### src/ps2m_pkg.sv
`timescale 1ns / 1ps
`default_nettype none
// ----------------------------------------------------------------------------
// ps2m_pkg
// shared types, constants and the init sequence table for the mouse host
// ----------------------------------------------------------------------------
package ps2m_pkg;

   localparam int INIT_LEN_DEF  = 16;
   localparam int ACC_WIDTH_DEF = 16;
   localparam int SEQ_DEPTH     = 32;
   localparam int QUEUE_DEPTH   = 4;

   localparam logic [7:0]  GAP_RESET      = 8'd20;
   localparam logic [11:0] INIT_TO_RESET  = 12'd3500;
   localparam logic [11:0] PKT_TO_RESET   = 12'd100;
   localparam logic [11:0] TICK_MAX       = 12'hfff;

   typedef enum logic [1:0] {
      CMD_BYTE    = 2'd0,
      CMD_TICK    = 2'd1,
      CMD_READ    = 2'd2,
      CMD_RESTART = 2'd3
   } cmd_type;

   typedef enum logic [1:0] {
      REG_GAP      = 2'd0,
      REG_INIT_TO  = 2'd1,
      REG_PKT_TO   = 2'd2,
      REG_NONE     = 2'd3
   } reg_type;

   typedef struct packed {
      cmd_type    command;
      logic [7:0] rx_byte;
   } word_type;

   typedef struct packed {
      logic [7:0]  gap;
      logic [11:0] init_to;
      logic [11:0] pkt_to;
   } cfg_type;

   function automatic logic [7:0] seq_rom(input logic [4:0] i);
      logic [7:0] r;
      case (i[3:0])
         4'd0:  r = 8'h01;
         4'd1:  r = 8'hff;
         4'd2:  r = 8'h82;
         4'd3:  r = 8'h08;
         4'd4:  r = 8'hf3;
         4'd5:  r = 8'd200;
         4'd6:  r = 8'hf3;
         4'd7:  r = 8'd100;
         4'd8:  r = 8'hf3;
         4'd9:  r = 8'd80;
         4'd10: r = 8'hf2;
         4'd11: r = 8'h01;
         4'd12: r = 8'h81;
         4'd13: r = 8'h01;
         4'd14: r = 8'hf4;
         default: r = 8'h00;
      endcase
      if (i[4]) r = 8'h00;
      return r;
   endfunction

endpackage
`default_nettype wire

### src/ps2_wheel_mouse_host_core.sv
`timescale 1ns / 1ps
`default_nettype none
// ----------------------------------------------------------------------------
// ps2_wheel_mouse_host_core
// ps/2 wheel mouse host: init sequencing and packet decoding per event word
// ----------------------------------------------------------------------------
// One word a clock is taken while the output queue has room, giving one
// result word; a four-word input queue feeds the decoder and a two-entry
// output queue keeps input flowing while a result waits. Results are
// registered into the output queue.
module ps2_wheel_mouse_host_core
   import ps2m_pkg::*;
#(
   parameter int INIT_LEN  = INIT_LEN_DEF,
   parameter int ACC_WIDTH = ACC_WIDTH_DEF
) (
   input  wire logic        clock,
   input  wire logic        reset,
   input  wire logic        req_push,
   output logic             req_full,
   input  wire logic [1:0]  req_command,
   input  wire logic [7:0]  req_rx_byte,
   output logic             rsp_empty,
   input  wire logic        rsp_pop,
   output logic             rsp_tx_valid,
   output logic [7:0]       rsp_tx_byte,
   output logic             rsp_is_active,
   output logic             rsp_wheel_mode,
   output logic [2:0]       rsp_button_bits,
   output logic signed [15:0] rsp_delta_x,
   output logic signed [15:0] rsp_delta_y,
   output logic signed [15:0] rsp_delta_z,
   output logic             rsp_changed,
   output logic             rsp_size_toggled,
   input  wire logic        psel,
   input  wire logic        penable,
   input  wire logic        pwrite,
   input  wire logic [3:0]  paddr,
   input  wire logic [31:0] pwdata,
   output logic [31:0]      prdata,
   output logic             pready
);
   cfg_type  cfg_ff, cfg_in;
   logic     q_valid, q_take;
   word_type q_word;
   reg_type  sel;

   assign pready = 1'b1;
   always_comb begin
      case (paddr)
         4'd0:    sel = REG_GAP;
         4'd4:    sel = REG_INIT_TO;
         4'd8:    sel = REG_PKT_TO;
         default: sel = REG_NONE;
      endcase
      cfg_in = cfg_ff;
      prdata = '0;
      case (sel)
         REG_GAP:     prdata = 32'(cfg_ff.gap);
         REG_INIT_TO: prdata = 32'(cfg_ff.init_to);
         REG_PKT_TO:  prdata = 32'(cfg_ff.pkt_to);
         default:     prdata = '0;
      endcase
      if (psel && penable && pwrite) begin
         case (sel)
            REG_GAP:     cfg_in.gap = pwdata[7:0];
            REG_INIT_TO: cfg_in.init_to = pwdata[11:0];
            REG_PKT_TO:  cfg_in.pkt_to = pwdata[11:0];
            default: ;
         endcase
      end
   end

   always_ff @(posedge clock) begin
      if (reset) begin
         cfg_ff <= '{gap: GAP_RESET, init_to: INIT_TO_RESET, pkt_to: PKT_TO_RESET};
      end else begin
         cfg_ff <= cfg_in;
      end
   end

   ps2m_front #(.DEPTH(QUEUE_DEPTH)) u_front (
      .clock, .reset, .req_push, .req_full, .req_command, .req_rx_byte,
      .q_valid, .q_take, .q_word
   );

   ps2m_back #(.INIT_LEN(INIT_LEN), .ACC_WIDTH(ACC_WIDTH)) u_back (
      .clock, .reset, .cfg(cfg_ff), .q_valid, .q_take, .q_word,
      .rsp_empty, .rsp_pop, .rsp_tx_valid, .rsp_tx_byte, .rsp_is_active,
      .rsp_wheel_mode, .rsp_button_bits, .rsp_delta_x, .rsp_delta_y,
      .rsp_delta_z, .rsp_changed, .rsp_size_toggled
   );

   // a sent byte only happens while init is still running
   a_tx_inactive: assert property (@(posedge clock) disable iff (reset)
      (!rsp_empty && rsp_tx_valid) |-> !rsp_is_active)
      else $error("tx while active");
   // the decoder never takes a word the front has not offered
   a_take: assert property (@(posedge clock) disable iff (reset)
      q_take |-> q_valid)
      else $error("take without word");
   // the tx byte is zero whenever no byte is sent
   a_txb: assert property (@(posedge clock) disable iff (reset)
      (!rsp_empty && !rsp_tx_valid) |-> (rsp_tx_byte == 8'h00))
      else $error("stray tx byte");
endmodule
`default_nettype wire

### src/ps2m_front.sv
`timescale 1ns / 1ps
`default_nettype none
// ----------------------------------------------------------------------------
// ps2m_front
// accepts input words, maps the command code and stores them in the word queue
// ----------------------------------------------------------------------------
module ps2m_front
   import ps2m_pkg::*;
#(
   parameter int DEPTH = QUEUE_DEPTH
) (
   input  wire logic     clock,
   input  wire logic     reset,
   input  wire logic     req_push,
   output logic          req_full,
   input  wire logic [1:0] req_command,
   input  wire logic [7:0] req_rx_byte,
   output logic          q_valid,
   input  wire logic     q_take,
   output word_type      q_word
);
   localparam int AW = $clog2(DEPTH);

   word_type          mem_ff [DEPTH];
   logic [AW-1:0]     wr_ff, wr_in, rd_ff, rd_in;
   logic [AW:0]       cnt_ff, cnt_in;
   logic              do_push, do_pop;
   word_type          w;

   always_comb begin
      case (req_command)
         2'd0:    w.command = CMD_BYTE;
         2'd1:    w.command = CMD_TICK;
         2'd2:    w.command = CMD_READ;
         default: w.command = CMD_RESTART;
      endcase
      w.rx_byte = req_rx_byte;
   end

   assign req_full = (cnt_ff == (AW+1)'(DEPTH));
   assign do_push  = req_push && !req_full;
   assign q_valid  = (cnt_ff != '0);
   assign do_pop   = q_take && q_valid;
   assign q_word   = mem_ff[rd_ff];

   always_comb begin
      wr_in  = do_push ? wr_ff + 1'b1 : wr_ff;
      rd_in  = do_pop ? rd_ff + 1'b1 : rd_ff;
      cnt_in = cnt_ff + (AW+1)'(do_push) - (AW+1)'(do_pop);
   end

   always_ff @(posedge clock) begin
      if (reset) begin
         wr_ff  <= '0;
         rd_ff  <= '0;
         cnt_ff <= '0;
      end else begin
         wr_ff  <= wr_in;
         rd_ff  <= rd_in;
         cnt_ff <= cnt_in;
      end
      if (do_push) mem_ff[wr_ff] <= w;
   end
endmodule
`default_nettype wire

### src/ps2m_back.sv
`timescale 1ns / 1ps
`default_nettype none
// ----------------------------------------------------------------------------
// ps2m_back
// init sequencer, packet decoder and accumulators with a two-entry result skid
// ----------------------------------------------------------------------------
module ps2m_back
   import ps2m_pkg::*;
#(
   parameter int INIT_LEN  = INIT_LEN_DEF,
   parameter int ACC_WIDTH = ACC_WIDTH_DEF
) (
   input  wire logic        clock,
   input  wire logic        reset,
   input  cfg_type          cfg,
   input  wire logic        q_valid,
   output logic             q_take,
   input  word_type         q_word,
   output logic             rsp_empty,
   input  wire logic        rsp_pop,
   output logic             rsp_tx_valid,
   output logic [7:0]       rsp_tx_byte,
   output logic             rsp_is_active,
   output logic             rsp_wheel_mode,
   output logic [2:0]       rsp_button_bits,
   output logic signed [15:0] rsp_delta_x,
   output logic signed [15:0] rsp_delta_y,
   output logic signed [15:0] rsp_delta_z,
   output logic             rsp_changed,
   output logic             rsp_size_toggled
);
   localparam int RW = 1 + 8 + 1 + 1 + 3 + 16 + 16 + 16 + 1 + 1;
   localparam logic signed [ACC_WIDTH+1:0] LIM_HI =
      (ACC_WIDTH+2)'((64'sd1 <<< (ACC_WIDTH-1)) - 64'sd1);
   localparam logic signed [ACC_WIDTH+1:0] LIM_LO = -LIM_HI - (ACC_WIDTH+2)'(1);

   logic [4:0]  seq_ff, seq_in;
   logic [6:0]  send_ff, send_in, recv_ff, recv_in;
   logic [7:0]  last_ff, last_in, gap_ff, gap_in;
   logic        run_ff, run_in, four_ff, four_in, evt_ff, evt_in;
   logic [11:0] tick_ff, tick_in;
   logic [1:0]  fill_ff, fill_in;
   logic [7:0]  pb_ff [3];
   logic [7:0]  pb_in [3];
   logic signed [ACC_WIDTH-1:0] ax_ff, ax_in, ay_ff, ay_in, az_ff, az_in;
   logic [2:0]  btn_ff, btn_in;

   logic [RW-1:0] res, sk_ff [2];
   logic [RW-1:0] sk0_in, sk1_in;
   logic [1:0]    sk_cnt_ff;
   logic          go;
   logic          popd;

   function automatic logic [7:0] rom_at(input logic [4:0] i);
      return (32'(i) >= INIT_LEN) ? 8'h00 : seq_rom(i);
   endfunction

   function automatic logic signed [ACC_WIDTH-1:0] sat_add(
      input logic signed [ACC_WIDTH-1:0] a, input logic signed [9:0] d);
      logic signed [ACC_WIDTH+1:0] v;
      v = (ACC_WIDTH+2)'(a) + (ACC_WIDTH+2)'(d);
      if (v > LIM_HI) v = LIM_HI;
      if (v < LIM_LO) v = LIM_LO;
      return v[ACC_WIDTH-1:0];
   endfunction

   assign q_take = q_valid && (sk_cnt_ff != 2'd2);
   assign go     = q_take;

   always_comb begin
      logic       txv, tog, chg;
      logic [7:0] txb, e, b0, b1, b2, b;
      logic [2:0] size;
      logic signed [9:0] dx, dy, dz;
      logic signed [15:0] ox, oy, oz;
      seq_in = seq_ff; send_in = send_ff; recv_in = recv_ff; last_in = last_ff;
      gap_in = gap_ff; run_in = run_ff; four_in = four_ff; evt_in = evt_ff;
      tick_in = tick_ff; fill_in = fill_ff; pb_in = pb_ff;
      ax_in = ax_ff; ay_in = ay_ff; az_in = az_ff; btn_in = btn_ff;
      txv = 1'b0; txb = 8'h00; tog = 1'b0;
      ox = '0; oy = '0; oz = '0;
      b = q_word.rx_byte;
      size = four_ff ? 3'd4 : 3'd3;
      e = 8'h00; b0 = 8'h00; b1 = 8'h00; b2 = 8'h00; dx = '0; dy = '0; dz = '0;
      case (q_word.command)
         CMD_BYTE: begin
            if (run_ff) begin
               if (fill_ff == 2'd0) tick_in = '0;
               if ((3'(fill_ff) + 3'd1 < size) && fill_ff < 2'd3) begin
                  pb_in[fill_ff] = b;
                  fill_in = fill_ff + 2'd1;
               end else begin
                  b0 = pb_ff[0]; b1 = pb_ff[1];
                  b2 = (size == 3'd3) ? b : pb_ff[2];
                  btn_in = b0[2:0];
                  dx = $signed({b0[4], b0[4], b1});
                  dy = $signed({b0[5], b0[5], b2});
                  ax_in = sat_add(ax_ff, dx);
                  ay_in = sat_add(ay_ff, -dy);
                  if (size == 3'd4) begin
                     dz = $signed({{6{b[3]}}, b[3:0]});
                     az_in = sat_add(az_ff, dz);
                  end
                  evt_in = 1'b1;
                  fill_in = '0;
                  tick_in = '0;
               end
            end else if (seq_ff != '0 && recv_ff != '0) begin
               last_in = b;
               recv_in = recv_ff - 7'd1;
            end
         end
         CMD_TICK: begin
            if (run_ff) begin
               if (fill_ff != '0) begin
                  if (tick_ff != TICK_MAX) tick_in = tick_ff + 12'd1;
                  if (tick_in >= cfg.pkt_to) begin
                     four_in = !four_ff;
                     fill_in = '0;
                     tick_in = '0;
                     tog = 1'b1;
                  end
               end
            end else begin
               if (recv_ff != '0 && tick_ff != TICK_MAX) tick_in = tick_ff + 12'd1;
               if (gap_ff == '0) begin
                  gap_in = (cfg.gap != '0) ? cfg.gap - 8'd1 : 8'd0;
                  if (seq_ff == '0) begin
                     e = rom_at(5'd0);
                     send_in = e[6:0];
                     recv_in = '0;
                     seq_in = 5'd1;
                     fill_in = '0;
                     tick_in = '0;
                     if (send_in == '0) run_in = 1'b1;
                  end else if (recv_ff != '0) begin
                     if (tick_in >= cfg.init_to) begin
                        seq_in = '0; recv_in = '0; send_in = '0;
                     end
                  end else if (send_ff != '0) begin
                     txv = 1'b1;
                     txb = rom_at(seq_ff);
                     seq_in = seq_ff + 5'd1;
                     send_in = send_ff - 7'd1;
                     recv_in = 7'd1;
                     tick_in = '0;
                  end else begin
                     e = rom_at(seq_ff);
                     seq_in = seq_ff + 5'd1;
                     if (e[7]) begin
                        recv_in = e[6:0];
                        four_in = (last_ff == 8'd3);
                     end else begin
                        send_in = e[6:0];
                     end
                     if (recv_in == '0 && send_in == '0) run_in = 1'b1;
                  end
               end else begin
                  gap_in = gap_ff - 8'd1;
               end
            end
         end
         CMD_RESTART: begin
            seq_in = '0; send_in = '0; recv_in = '0; run_in = 1'b0;
            fill_in = '0; gap_in = '0; tick_in = '0;
         end
         default: ;
      endcase
      // flag as it stands after this word, before a read clears it
      chg = evt_in;
      if (q_word.command == CMD_READ) begin
         ox = 16'(ax_ff); oy = 16'(ay_ff); oz = 16'(az_ff);
         ax_in = '0; ay_in = '0; az_in = '0; evt_in = 1'b0;
      end
      res = {txv, txb, run_in, four_in, btn_in, ox, oy, oz, chg, tog};
   end

   always_ff @(posedge clock) begin
      if (reset) begin
         seq_ff <= '0; send_ff <= '0; recv_ff <= '0; last_ff <= '0; gap_ff <= '0;
         run_ff <= 1'b0; four_ff <= 1'b0; evt_ff <= 1'b0; tick_ff <= '0;
         fill_ff <= '0; ax_ff <= '0; ay_ff <= '0; az_ff <= '0; btn_ff <= '0;
         pb_ff[0] <= '0; pb_ff[1] <= '0; pb_ff[2] <= '0;
      end else if (go) begin
         seq_ff <= seq_in; send_ff <= send_in; recv_ff <= recv_in;
         last_ff <= last_in; gap_ff <= gap_in; run_ff <= run_in;
         four_ff <= four_in; evt_ff <= evt_in; tick_ff <= tick_in;
         fill_ff <= fill_in; ax_ff <= ax_in; ay_ff <= ay_in; az_ff <= az_in;
         btn_ff <= btn_in; pb_ff <= pb_in;
      end
   end

   // two-entry output queue, slot 0 is the oldest word
   assign popd = rsp_pop && !rsp_empty;

   always_comb begin
      sk0_in = sk_ff[0];
      sk1_in = sk_ff[1];
      if (popd) sk0_in = sk_ff[1];
      if (go) begin
         if (sk_cnt_ff == 2'd0 || (sk_cnt_ff == 2'd1 && popd)) sk0_in = res;
         else sk1_in = res;
      end
   end

   always_ff @(posedge clock) begin
      if (reset) begin
         sk_cnt_ff <= '0;
      end else begin
         sk_cnt_ff <= sk_cnt_ff + 2'(go) - 2'(popd);
      end
      sk_ff[0] <= sk0_in;
      sk_ff[1] <= sk1_in;
   end

   assign rsp_empty = (sk_cnt_ff == '0);
   assign {rsp_tx_valid, rsp_tx_byte, rsp_is_active, rsp_wheel_mode, rsp_button_bits,
           rsp_delta_x, rsp_delta_y, rsp_delta_z, rsp_changed, rsp_size_toggled} = sk_ff[0];
endmodule
`default_nettype wire
### config.mk
export PLATFORM = sky130hd
export DESIGN_NAME = ps2_wheel_mouse_host_core
export DESIGN_NICKNAME = d
export VERILOG_FILES = /design/src/ps2m_pkg.sv /design/src/ps2_wheel_mouse_host_core.sv /design/src/ps2m_front.sv /design/src/ps2m_back.sv
export SDC_FILE = /design/constraint.sdc
export NUM_CORES = 1
export LEC_CHECK = 0
export BUFFER_PORTS_ARGS = -buffer_cell sky130_fd_sc_hd__buf_2
export CAP_MARGIN = 30
export CORE_ASPECT_RATIO = 2
export CORE_UTILIZATION = 55
export DETAILED_ROUTE_END_ITERATION = 16
export PLACE_DENSITY_LB_ADDON = 0.08
export SYNTH_ARGS = -nofsm -noshare
export SYNTH_HDL_FRONTEND = slang
export SYNTH_SLANG_ARGS = --single-unit
### constraint.sdc
create_clock -name clock -period 13.02 [get_ports clock]
set_input_delay 3.906 -clock clock [delete_from_list [all_inputs] [get_ports clock]]
set_output_delay 3.906 -clock clock [all_outputs]
set_load 0.03 [all_outputs]
==> results of run 1 <==
metrics by stage:
step | area [µm²] | worst slack, ns
3_5_place_dp | 18900 | 4.08
3_3_place_gp | 18800 | 4.06
4_1_cts | 19900 | 4.07
6_report | 19900 | 4.08
5_1_grt | 19900 | 4.01
2_1_floorplan | 18600 | 4.01
cells by family after synthesis:
| kind of cell | Yosys count | share of synthesized area |
|---|---|---|
| compound gates | 454 | 0.158 |
| xor+xnor | 64 | 0.0303 |
| fa+ha+maj | 103 | 0.0713 |
| buf+inv | 277 | 0.0739 |
| flops | 343 | 0.427 |
| mux | 135 | 0.0795 |
| other cells | 2 | 0.000406 |
| simple gates | 625 | 0.159 |
cell type report:
type | instances | share of cell area
Inverter | 90 | 0.0170
Sequential cell | 343 | 0.398
Tap cell | 432 | 0.0272
Timing Repair Buffer | 131 | 0.0375
Clock inverter | 16 | 0.00793
Multi-Input combinational cell | 1402 | 0.470
Clock buffer | 40 | 0.0427
how the worst max path moves through the flow:
stage,start,end,slack (ns),depth (start not counted)
finish,paddr[2],prdata[3],4.08,6
global route,paddr[2],prdata[1],4.01,6
CTS,paddr[2],prdata[3],4.07,6
detailed placement,paddr[2],prdata[3],4.08,6
global placement,paddr[2],prdata[1],4.06,6
floorplan,paddr[1],prdata[1],4.01,4
report_power, final:
| part | total, W | switching (W) | internal (W) |
|---|---|---|---|
| clock network | 0.000911 | 0.000410 | 0.000502 |
| registers | 0.00148 | 0.000144 | 0.00133 |
| logic | 0.00185 | 0.00126 | 0.000588 |
| total | 0.00423 | 0.00181 | 0.00242 |
worst max-delay path, delay by kind of cell:
family / cells / cell delay, ns
buffers and inverters: 4 / 0.56
AND/OR/NAND/NOR: 1 / 0.16
AO/OA/AOI/OAI: 1 / 0.40
state kept, by name, summed over array words and instances (netlist names), 2 cells and up, named ones only:
register,cells
u_back.fill_ff,2
u_back.gap_ff,8
u_front.mem_ff,40
u_back.ax_ff,16
u_back.sk_ff,128
cfg_ff,32
u_back.recv_ff,7
u_back.ay_ff,16
u_front.cnt_ff,3
u_back.last_ff,8
u_back.seq_ff,5
u_front.wr_ff,2
u_back.sk_cnt_ff,2
u_front.rd_ff,2
u_back.tick_ff,12
u_back.pb_ff,21
u_back.az_ff,16
u_back.btn_ff,3
u_back.send_ff,7
cell usage in the layout (no fill, tap or decap), types with 27 or more instances in the layout:
cell,count
dfxtp_1,239
nand2_1,215
nor2_1,171
o21ai_0,144
mux2i_1,120
buf_2,109
edfxtp_1,104
a21oi_1,100
ha_1,99
inv_1,87
and3_1,67
xnor2_1,46
nor3_1,35
clkbuf_16,31
a21o_1,29
nand3_1,27
layer usage:
| metal | routed length [µm] | vias to the layer above |
|---|---|---|
| met5 | 0 | - |
| li1 | - | 7024 |
| met3 | 1750 | 150 |
| met4 | 2850 | 0 |
| met2 | 23900 | 396 |
| met1 | 15800 | 6812 |
==> report_table.html, run 1 <==
<table>
<tr><th>Metric</th><th>Value</th></tr>
<tr><th colspan="2">Die</th></tr>
<tr><td>IO Pins</td><td>152</td></tr>
<tr><td>Vertical extent of the die</td><td>261 µm</td></tr>
<tr><td>X dimension of the die</td><td>132 µm</td></tr>
<tr><td>Initial cell density of the core</td><td>0.560</td></tr>
<tr><td>Core footprint</td><td>33000 µm²</td></tr>
<tr><td>Total die area</td><td>roughly 34000 µm²</td></tr>
<tr><td>Row cnt</td><td>94</td></tr>
<tr><th colspan="2">GRT</th></tr>
<tr><td>First-pass GRT wire length</td><td>70800 µm</td></tr>
<tr><td>Met2 Track Usage GR</td><td>0.503</td></tr>
<tr><td>Global routing usage on met1</td><td>0.245</td></tr>
<tr><td>Layer carrying the most global-route usage</td><td>met2</td></tr>
<tr><td>Initial antenna violation count</td><td>0</td></tr>
<tr><td>GRT Residual Overflow</td><td>0</td></tr>
<tr><td>Vias in the first global route</td><td>14200</td></tr>
<tr><td>Overall Global Routing Usage</td><td>0.255</td></tr>
<tr><td>Met3 usage</td><td>0.0279</td></tr>
<tr><td>Maximum number of pins on one net before global-route repair</td><td>83</td></tr>
<tr><th colspan="2">Synthesis</th></tr>
<tr><td>Yosys reg bits</td><td>343</td></tr>
<tr><td>Number of different library cells in the post-synthesis netlist</td><td>86</td></tr>
<tr><td>Synthesis warning total</td><td>0</td></tr>
<tr><td>Library cell with the largest summed area after synthesis</td><td>dfxtp_1</td></tr>
<tr><td>Most frequent cell after synthesis</td><td>dfxtp_1</td></tr>
<tr><td>Ranking of synthesized cells by area</td><td>dfxtp_1 (26%), edfxtp_1 (17%), ha_1 (6.7%)</td></tr>
<tr><td>Top-area cell type share of the netlist area</td><td>0.259</td></tr>
<tr><td>Number of flops mapped to enable cells by yosys</td><td>104</td></tr>
<tr><td>Avg Synthesized Cell Area</td><td>between 9 and 10 µm²</td></tr>
<tr><td>Share of synthesized flip-flops with an asynchronous set or reset</td><td>0</td></tr>
<tr><td>Mapped Cells</td><td>2003</td></tr>
<tr><td>Share of the yosys chip area belonging to registers</td><td>0.427</td></tr>
<tr><td>Synthesized area</td><td>~19000 µm²</td></tr>
<tr><td>Most frequently used flop master after synthesis</td><td>dfxtp_1</td></tr>
<tr><td>Top cells by count, synth</td><td>dfxtp_1 (239), nand2_1 (215), nor2_1 (173)</td></tr>
<tr><th colspan="2">Route</th></tr>
<tr><td>DR pass1 iterations</td><td>7</td></tr>
<tr><td>Detailed-route wire length</td><td>~44000 µm</td></tr>
<tr><td>Number of antenna-violating nets in the routed design</td><td>0</td></tr>
<tr><td>Count of vias placed by the detailed router</td><td>14400</td></tr>
<tr><td>Drt initial violations</td><td>848</td></tr>
<tr><td>Routed wirelength normalized by instance count</td><td>18.0 µm</td></tr>
<tr><td>Number of DRC violations after detailed routing</td><td>0</td></tr>
<tr><td>Post-detailed-route via-to-cell ratio</td><td>between 5 and 6</td></tr>
<tr><th colspan="2">CTS</th></tr>
<tr><td>CTS resizes</td><td>0</td></tr>
<tr><td>Cts-stage hold buffer count</td><td>0</td></tr>
<tr><td>Post-CTS clock slew at the launch and capture registers of the worst setup and hold paths</td><td>0.07 ns</td></tr>
<tr><td>Clock tree from TritonCTS</td><td>done</td></tr>
<tr><td>Clock latency on the worst-skew pair</td><td>0.59 ns</td></tr>
<tr><td>Number of buffers created by CTS</td><td>30</td></tr>
<tr><td>CTS Buffer Depth</td><td>3</td></tr>
<tr><td>Cell chosen for the clock root</td><td>clkbuf_16</td></tr>
<tr><td>Number of setup buffers added after CTS</td><td>0</td></tr>
<tr><td>CTS sink count</td><td>343</td></tr>
<tr><td>CTS H-Tree Depth</td><td>1</td></tr>
<tr><th colspan="2">Power and ir drop</th></tr>
<tr><td>Post-route total power</td><td>0.00423 W</td></tr>
<tr><td>Max rail drop VDD</td><td>0.128 mV</td></tr>
<tr><td>Power per Cell Area</td><td>213 nW/µm²</td></tr>
<tr><td>Leakage power of the design</td><td>8.80 nW</td></tr>
<tr><th colspan="2">Setup path</th></tr>
<tr><td>Maximum fanout count along the critical path</td><td>13</td></tr>
<tr><td>Worst path slowest cell</td><td>a222oi_1</td></tr>
<tr><td>Critical path, cell by cell</td><td>buf_2 &gt; nor4b_2 &gt; buf_4 &gt; a222oi_1 &gt; inv_1 &gt; buf_2</td></tr>
<tr><td>Highest cell delay on the worst timing path</td><td>0.40 ns</td></tr>
<tr><td>Length in cells of the worst reg-to-reg path</td><td>18</td></tr>
<tr><td>Critical path's most frequent cell</td><td>buf_2</td></tr>
<tr><td>Critical Path AT</td><td>about 5 ns</td></tr>
<tr><td>Setup slack of the worst register-to-register path</td><td>6.72 ns</td></tr>
<tr><td>Launch instance of the worst register-to-register path</td><td>u_back.tick_ff[0]</td></tr>
<tr><td>Required time of the critical path</td><td>9.11 ns</td></tr>
<tr><td>CP Capture Type</td><td>output port</td></tr>
<tr><td>Category of the worst setup path launch point</td><td>input port</td></tr>
<tr><td>Critical path start-end classification</td><td>input port to output port</td></tr>
<tr><th colspan="2">Cells and area</th></tr>
<tr><td>Fraction of layout instances using a drive strength above 1</td><td>0.112</td></tr>
<tr><td>Number of inserted filler cells in the final layout</td><td>2921</td></tr>
<tr><td>Layout overhead on the synthesized area</td><td>7.40%</td></tr>
<tr><td>Area taken by flip-flops and latches</td><td>7910 µm²</td></tr>
<tr><td>Post-route core utilization</td><td>0.601</td></tr>
<tr><td>Total area of multi-input combinational cells</td><td>9340 µm²</td></tr>
<tr><td>Total number of nets in the final design</td><td>2154</td></tr>
<tr><td>Diodes inserted</td><td>0</td></tr>
<tr><td>Final Non-Filler Cells</td><td>between 2000 and 2500</td></tr>
<tr><th colspan="2">Hold path</th></tr>
<tr><td>Endpoint with the worst hold slack</td><td>u_back.ay_ff[7]</td></tr>
<tr><td>HP Class</td><td>register to register</td></tr>
<tr><td>Number of cells on the worst hold path</td><td>2</td></tr>
<tr><td>Hold_sp</td><td>u_back.ay_ff[7]</td></tr>
<tr><th colspan="2">STA</th></tr>
<tr><td>Unrepaired setup endpoints after global routing</td><td>false</td></tr>
<tr><td>Tightest Pin Transition</td><td>1.01 ns</td></tr>
<tr><td>Worst slack on hold paths</td><td>between 0.4 and 0.5 ns</td></tr>
<tr><td>Setup clock skew after layout</td><td>0.0167 ns</td></tr>
<tr><td># setup viols final</td><td>0</td></tr>
<tr><td>Slew Limit Fails</td><td>0</td></tr>
<tr><td>Max Clock Freq</td><td>112 MHz</td></tr>
<tr><td>Final number of hold-violating endpoints</td><td>0</td></tr>
<tr><td>Remaining max-slew budget at the tightest pin</td><td>0.320</td></tr>
<tr><td>Final period demand of the worst path</td><td>8.94 ns</td></tr>
<tr><td>Final Cycle Share</td><td>0.686</td></tr>
<tr><td>Setup TNS</td><td>0 ns</td></tr>
<tr><th colspan="2">Placed design</th></tr>
<tr><td>Count of input and output buffers</td><td>110</td></tr>
<tr><td>Number of placed cells counting well taps</td><td>2396</td></tr>
<tr><td>Detailed-placement wirelength estimate</td><td>32300 µm</td></tr>
<tr><td>Final GP Congestion</td><td>0.945</td></tr>
<tr><th colspan="2">Outcome</th></tr>
<tr><td>Run status</td><td>finished, final reports clean</td></tr>
<tr><th colspan="2">Job</th></tr>
<tr><td>MaxCap Viol Count</td><td>0</td></tr>
</table>
Note: power is estimated with default switching activity, not from simulation.
==> inputs of run 2 (changes only) <==
==> constraint.sdc (replaced) <==
create_clock -name clock -period 9 [get_ports clock]
set_input_delay 2.7 -clock clock [delete_from_list [all_inputs] [get_ports clock]]
set_output_delay 2.7 -clock clock [all_outputs]
set_load 0.03 [all_outputs]
==> run 2 against run 1 <==
Against the previous run: clock power rose by 45%; die area is the same; utilization hardly changed; clock-buffer cell count increased by 4; clock skew shrank 0.0012 ns; non-clock buffer count did not move; setup slack got worse by 1.6 ns; first-iteration DRC count grew 7.3%; register-to-register slack worse by 3.9 ns; critical path depth unchanged; largest power group unchanged.
==> report_table.html, run 2 (synthesized netlist as in run 1, its figures left out) <==
<table>
<tr><th>Metric</th><th>Value</th></tr>
<tr><th colspan="2">Cells and area</th></tr>
<tr><td>Largest registers</td><td>u_back.sk_ff x128, u_front.mem_ff x40, cfg_ff x32</td></tr>
<tr><td>Post-route core utilization</td><td>0.601 (about the same)</td></tr>
<tr><td>Fraction of layout instances using a drive strength above 1</td><td>0.112 (about the same)</td></tr>
<tr><td>Leading cell type in the layout, fill and taps excluded</td><td>dfxtp_1</td></tr>
<tr><td>Total number of nets in the final design</td><td>2155 (+0.046%)</td></tr>
<tr><td>Highest-count cells in the layout ignoring fill and taps</td><td>dfxtp_1 (239), nand2_1 (215), nor2_1 (171), o21ai_0 (144), mux2i_1 (120)</td></tr>
<tr><td>Number of inserted filler cells in the final layout</td><td>3005 (+2.9%)</td></tr>
<tr><td>Number of flip-flops in the largest register</td><td>128 (unchanged)</td></tr>
<tr><td>Diodes inserted</td><td>0 (unchanged)</td></tr>
<tr><td>Layout overhead on the synthesized area</td><td>7.36% (about the same)</td></tr>
<tr><td>Register bank with the most flops</td><td>u_back.sk_ff</td></tr>
<tr><td>Final Non-Filler Cells</td><td>2456 (+0.081%)</td></tr>
<tr><th colspan="2">Route</th></tr>
<tr><td>Count of vias placed by the detailed router</td><td>14200 (-1.2%)</td></tr>
<tr><td>Number of DRC violations after detailed routing</td><td>0 (unchanged)</td></tr>
<tr><td>Routed wirelength normalized by instance count</td><td>17.8 µm (-1.3%)</td></tr>
<tr><td>Detailed-route wire length</td><td>43800 µm (-1.2%)</td></tr>
<tr><td>Number of antenna-violating nets in the routed design</td><td>0 (unchanged)</td></tr>
<tr><td>Post-detailed-route via-to-cell ratio</td><td>5.79 (-1.2%)</td></tr>
<tr><td>DR pass1 iterations</td><td>6 (-1)</td></tr>
<tr><td>Drt initial violations</td><td>910 (+7.3%)</td></tr>
<tr><th colspan="2">Setup path</th></tr>
<tr><td>Worst path slowest cell</td><td>a222oi_1</td></tr>
<tr><td>CP Capture Type</td><td>output port</td></tr>
<tr><td>Setup slack of the worst register-to-register path</td><td>2.86 ns (-3.86 ns)</td></tr>
<tr><td>Category of the worst setup path launch point</td><td>input port</td></tr>
<tr><td>Critical path's most frequent cell</td><td>buf_2</td></tr>
<tr><td>Length in cells of the worst reg-to-reg path</td><td>18 (unchanged)</td></tr>
<tr><td>Highest cell delay on the worst timing path</td><td>0.44 ns (+0.04 ns)</td></tr>
<tr><td>Maximum fanout count along the critical path</td><td>13 (unchanged)</td></tr>
<tr><td>Critical Path AT</td><td>3.86 ns (-1.17 ns)</td></tr>
<tr><td>Family with the most delay on the worst path</td><td>buffers and inverters</td></tr>
<tr><td>Launch instance of the worst register-to-register path</td><td>u_back.tick_ff[0]</td></tr>
<tr><td>Critical path start-end classification</td><td>input port to output port</td></tr>
<tr><td>Critical path, cell by cell</td><td>buf_2 &gt; nor4b_2 &gt; buf_4 &gt; a222oi_1 &gt; inv_1 &gt; buf_2</td></tr>
<tr><td>Critical path buffers and inverters</td><td>4 (unchanged)</td></tr>
<tr><td>Required time of the critical path</td><td>6.30 ns (-2.81 ns)</td></tr>
<tr><th colspan="2">Power and ir drop</th></tr>
<tr><td>Internal power component</td><td>0.00350 W (+44%)</td></tr>
<tr><td>Relative contribution of sequential cells to total power</td><td>0.349 (about the same)</td></tr>
<tr><td>Psw</td><td>0.00262 W (+45%)</td></tr>
<tr><td>Leakage power of the design</td><td>8.79 nW (about the same)</td></tr>
<tr><td>Comb pwr share</td><td>0.435 (about the same)</td></tr>
<tr><td>Max rail drop VDD</td><td>0.258 mV (+100%)</td></tr>
<tr><td>Power per Cell Area</td><td>308 nW/µm² (+44%)</td></tr>
<tr><td>Share of power burned in the clock network</td><td>0.216 (about the same)</td></tr>
<tr><td>Switching portion of total power</td><td>0.428 (about the same)</td></tr>
<tr><th colspan="2">GRT</th></tr>
<tr><td>Initial antenna violation count</td><td>0 (unchanged)</td></tr>
<tr><td>Vias in the first global route</td><td>14300 (+0.28%)</td></tr>
<tr><td>GRT Residual Overflow</td><td>0 (unchanged)</td></tr>
<tr><td>First-pass GRT wire length</td><td>71100 µm (+0.46%)</td></tr>
<tr><td>Overall Global Routing Usage</td><td>0.255 (+0.000610)</td></tr>
<tr><td>Maximum number of pins on one net before global-route repair</td><td>86 (+3.6%)</td></tr>
<tr><th colspan="2">STA</th></tr>
<tr><td>Tightest Pin Transition</td><td>0.970 ns (-0.0420 ns)</td></tr>
<tr><td>Remaining max-slew budget at the tightest pin</td><td>0.348 (+0.0281)</td></tr>
<tr><td>Unrepaired setup endpoints after global routing</td><td>false</td></tr>
<tr><td>Slew Limit Fails</td><td>0 (unchanged)</td></tr>
<tr><td>Worst slack on hold paths</td><td>0.466 ns (-0.00649 ns)</td></tr>
<tr><td>Setup TNS</td><td>0 ns (unchanged)</td></tr>
<tr><td>Final number of hold-violating endpoints</td><td>0 (unchanged)</td></tr>
<tr><td>Final Cycle Share</td><td>0.729</td></tr>
<tr><td>Max Clock Freq</td><td>152 MHz</td></tr>
<tr><td>Setup clock skew after layout</td><td>0.0156 ns (-0.00117 ns)</td></tr>
<tr><td># setup viols final</td><td>0 (unchanged)</td></tr>
<tr><td>Final period demand of the worst path</td><td>6.56 ns</td></tr>
<tr><th colspan="2">CTS</th></tr>
<tr><td>Clock latency on the worst-skew pair</td><td>0.58 ns (about the same)</td></tr>
<tr><td>Cell chosen for the clock root</td><td>clkbuf_16</td></tr>
<tr><td>Cts-stage hold buffer count</td><td>0 (unchanged)</td></tr>
<tr><td>CTS sink count</td><td>343 (unchanged)</td></tr>
<tr><td>CTS resizes</td><td>0 (unchanged)</td></tr>
<tr><td>Clock tree from TritonCTS</td><td>done</td></tr>
<tr><td>Number of setup buffers added after CTS</td><td>0 (unchanged)</td></tr>
<tr><td>CTS Buffer Depth</td><td>3 (unchanged)</td></tr>
<tr><td>CTS H-Tree Depth</td><td>1 (unchanged)</td></tr>
<tr><td>Number of buffers created by CTS</td><td>31 (+3.3%)</td></tr>
<tr><td>Post-CTS clock slew at the launch and capture registers of the worst setup and hold paths</td><td>0.07 ns (about the same)</td></tr>
<tr><th colspan="2">Die</th></tr>
<tr><td>Row cnt</td><td>94 (unchanged)</td></tr>
<tr><td>Total die area</td><td>34400 µm² (unchanged)</td></tr>
<tr><td>IO Pins</td><td>152 (unchanged)</td></tr>
<tr><td>Core footprint</td><td>33000 µm² (unchanged)</td></tr>
<tr><td>Vertical extent of the die</td><td>261 µm (unchanged)</td></tr>
<tr><td>X dimension of the die</td><td>132 µm (unchanged)</td></tr>
<tr><td>Initial cell density of the core</td><td>0.560 (unchanged)</td></tr>
<tr><th colspan="2">Hold path</th></tr>
<tr><td>Endpoint with the worst hold slack</td><td>u_back.ay_ff[7]</td></tr>
<tr><td>Number of cells on the worst hold path</td><td>2 (unchanged)</td></tr>
<tr><td>HP Class</td><td>register to register</td></tr>
<tr><td>Hold_sp</td><td>u_back.ay_ff[7]</td></tr>
<tr><th colspan="2">Job</th></tr>
<tr><td>MaxCap Viol Count</td><td>0 (unchanged)</td></tr>
<tr><th colspan="2">Outcome</th></tr>
<tr><td>Run status</td><td>finished, final reports clean</td></tr>
<tr><th colspan="2">Placed design</th></tr>
<tr><td>Final GP Congestion</td><td>0.890 (-5.8%)</td></tr>
<tr><td>Detailed-placement wirelength estimate</td><td>31700 µm (-1.8%)</td></tr>
<tr><td>Number of placed cells counting well taps</td><td>2397 (+0.042%)</td></tr>
<tr><td>Count of input and output buffers</td><td>110 (unchanged)</td></tr>
</table>
-- run 2: cell count changes in the layout (fill, tap and decap cells not counted), sizes merged --
cell	before	now
bufinv	2	1
clkbuf	41	45
clkinv	11	7
clkinvlp	2	3
inv	91	93
-- run 2: through the flow --
stage / power (W) / instance area [µm²] / setup slack, ns
after floorplan: 0.00425 / 18600 / 2.40
after global placement: 0.00476 / 18800 / 2.45
after detailed placement: 0.00483 / 18800 / 2.45
after CTS: 0.00615 / 19900 / 2.44
after global routing: 0.00648 / 19900 / 2.38
final: 0.00612 / 19900 / 2.44
-- run 2: final cells by class --
class / instances / area (µm²) / share of cell area
sequential: 343 / 7910 / 0.398
inverter: 90 / 338 / 0.0170
tap: 432 / 541 / 0.0272
timing repair buffer: 131 / 729 / 0.0367
multi-input combinational: 1402 / 9340 / 0.470
clock inverter: 14 / 118 / 0.00592
clock buffer: 44 / 897 / 0.0452
-- run 2: worst register-to-register path, delay by kind of cell (launching register included) --
family                     cells  cell delay [ns]
adders and majority gates      3             0.98
xor gates and xnor gates       1             0.14
DFF                            1             0.50
muxes                          1             0.29
and+or+nand+nor                7             2.04
AOI/OAI and AO/OA              6             2.14
-- run 2: per-layer routing --
metal / vias up / track usage / wire [µm]
met2: 337 / 0.516 / 24400
met3: 106 / 0.0221 / 1400
met5: - / 0 / 0
met1: 6750 / 0.256 / 16100
li1: 7022 / - / -
met4: 0 / 0.131 / 1890
-- run 2: worst max-delay path by stage --
stage | startpoint | end | slack, ns | depth (start not counted)
after floorplan | paddr[1] | prdata[1] | 2.40 | 4
after global placement | paddr[2] | prdata[1] | 2.45 | 6
after detailed placement | paddr[2] | prdata[1] | 2.45 | 6
after CTS | paddr[2] | prdata[1] | 2.44 | 6
after global routing | paddr[1] | prdata[7] | 2.38 | 6
final | paddr[2] | prdata[1] | 2.44 | 6
-- run 2: power by group through the flow --
stage               Clock (W)  Combinational, W  Sequential [W]
detailed placement          0           0.00265         0.00217
global placement            0           0.00259         0.00216
floorplan                   0           0.00215         0.00210
CTS                   0.00135           0.00266         0.00214
finish                0.00132           0.00266         0.00214
global route          0.00140           0.00291         0.00217
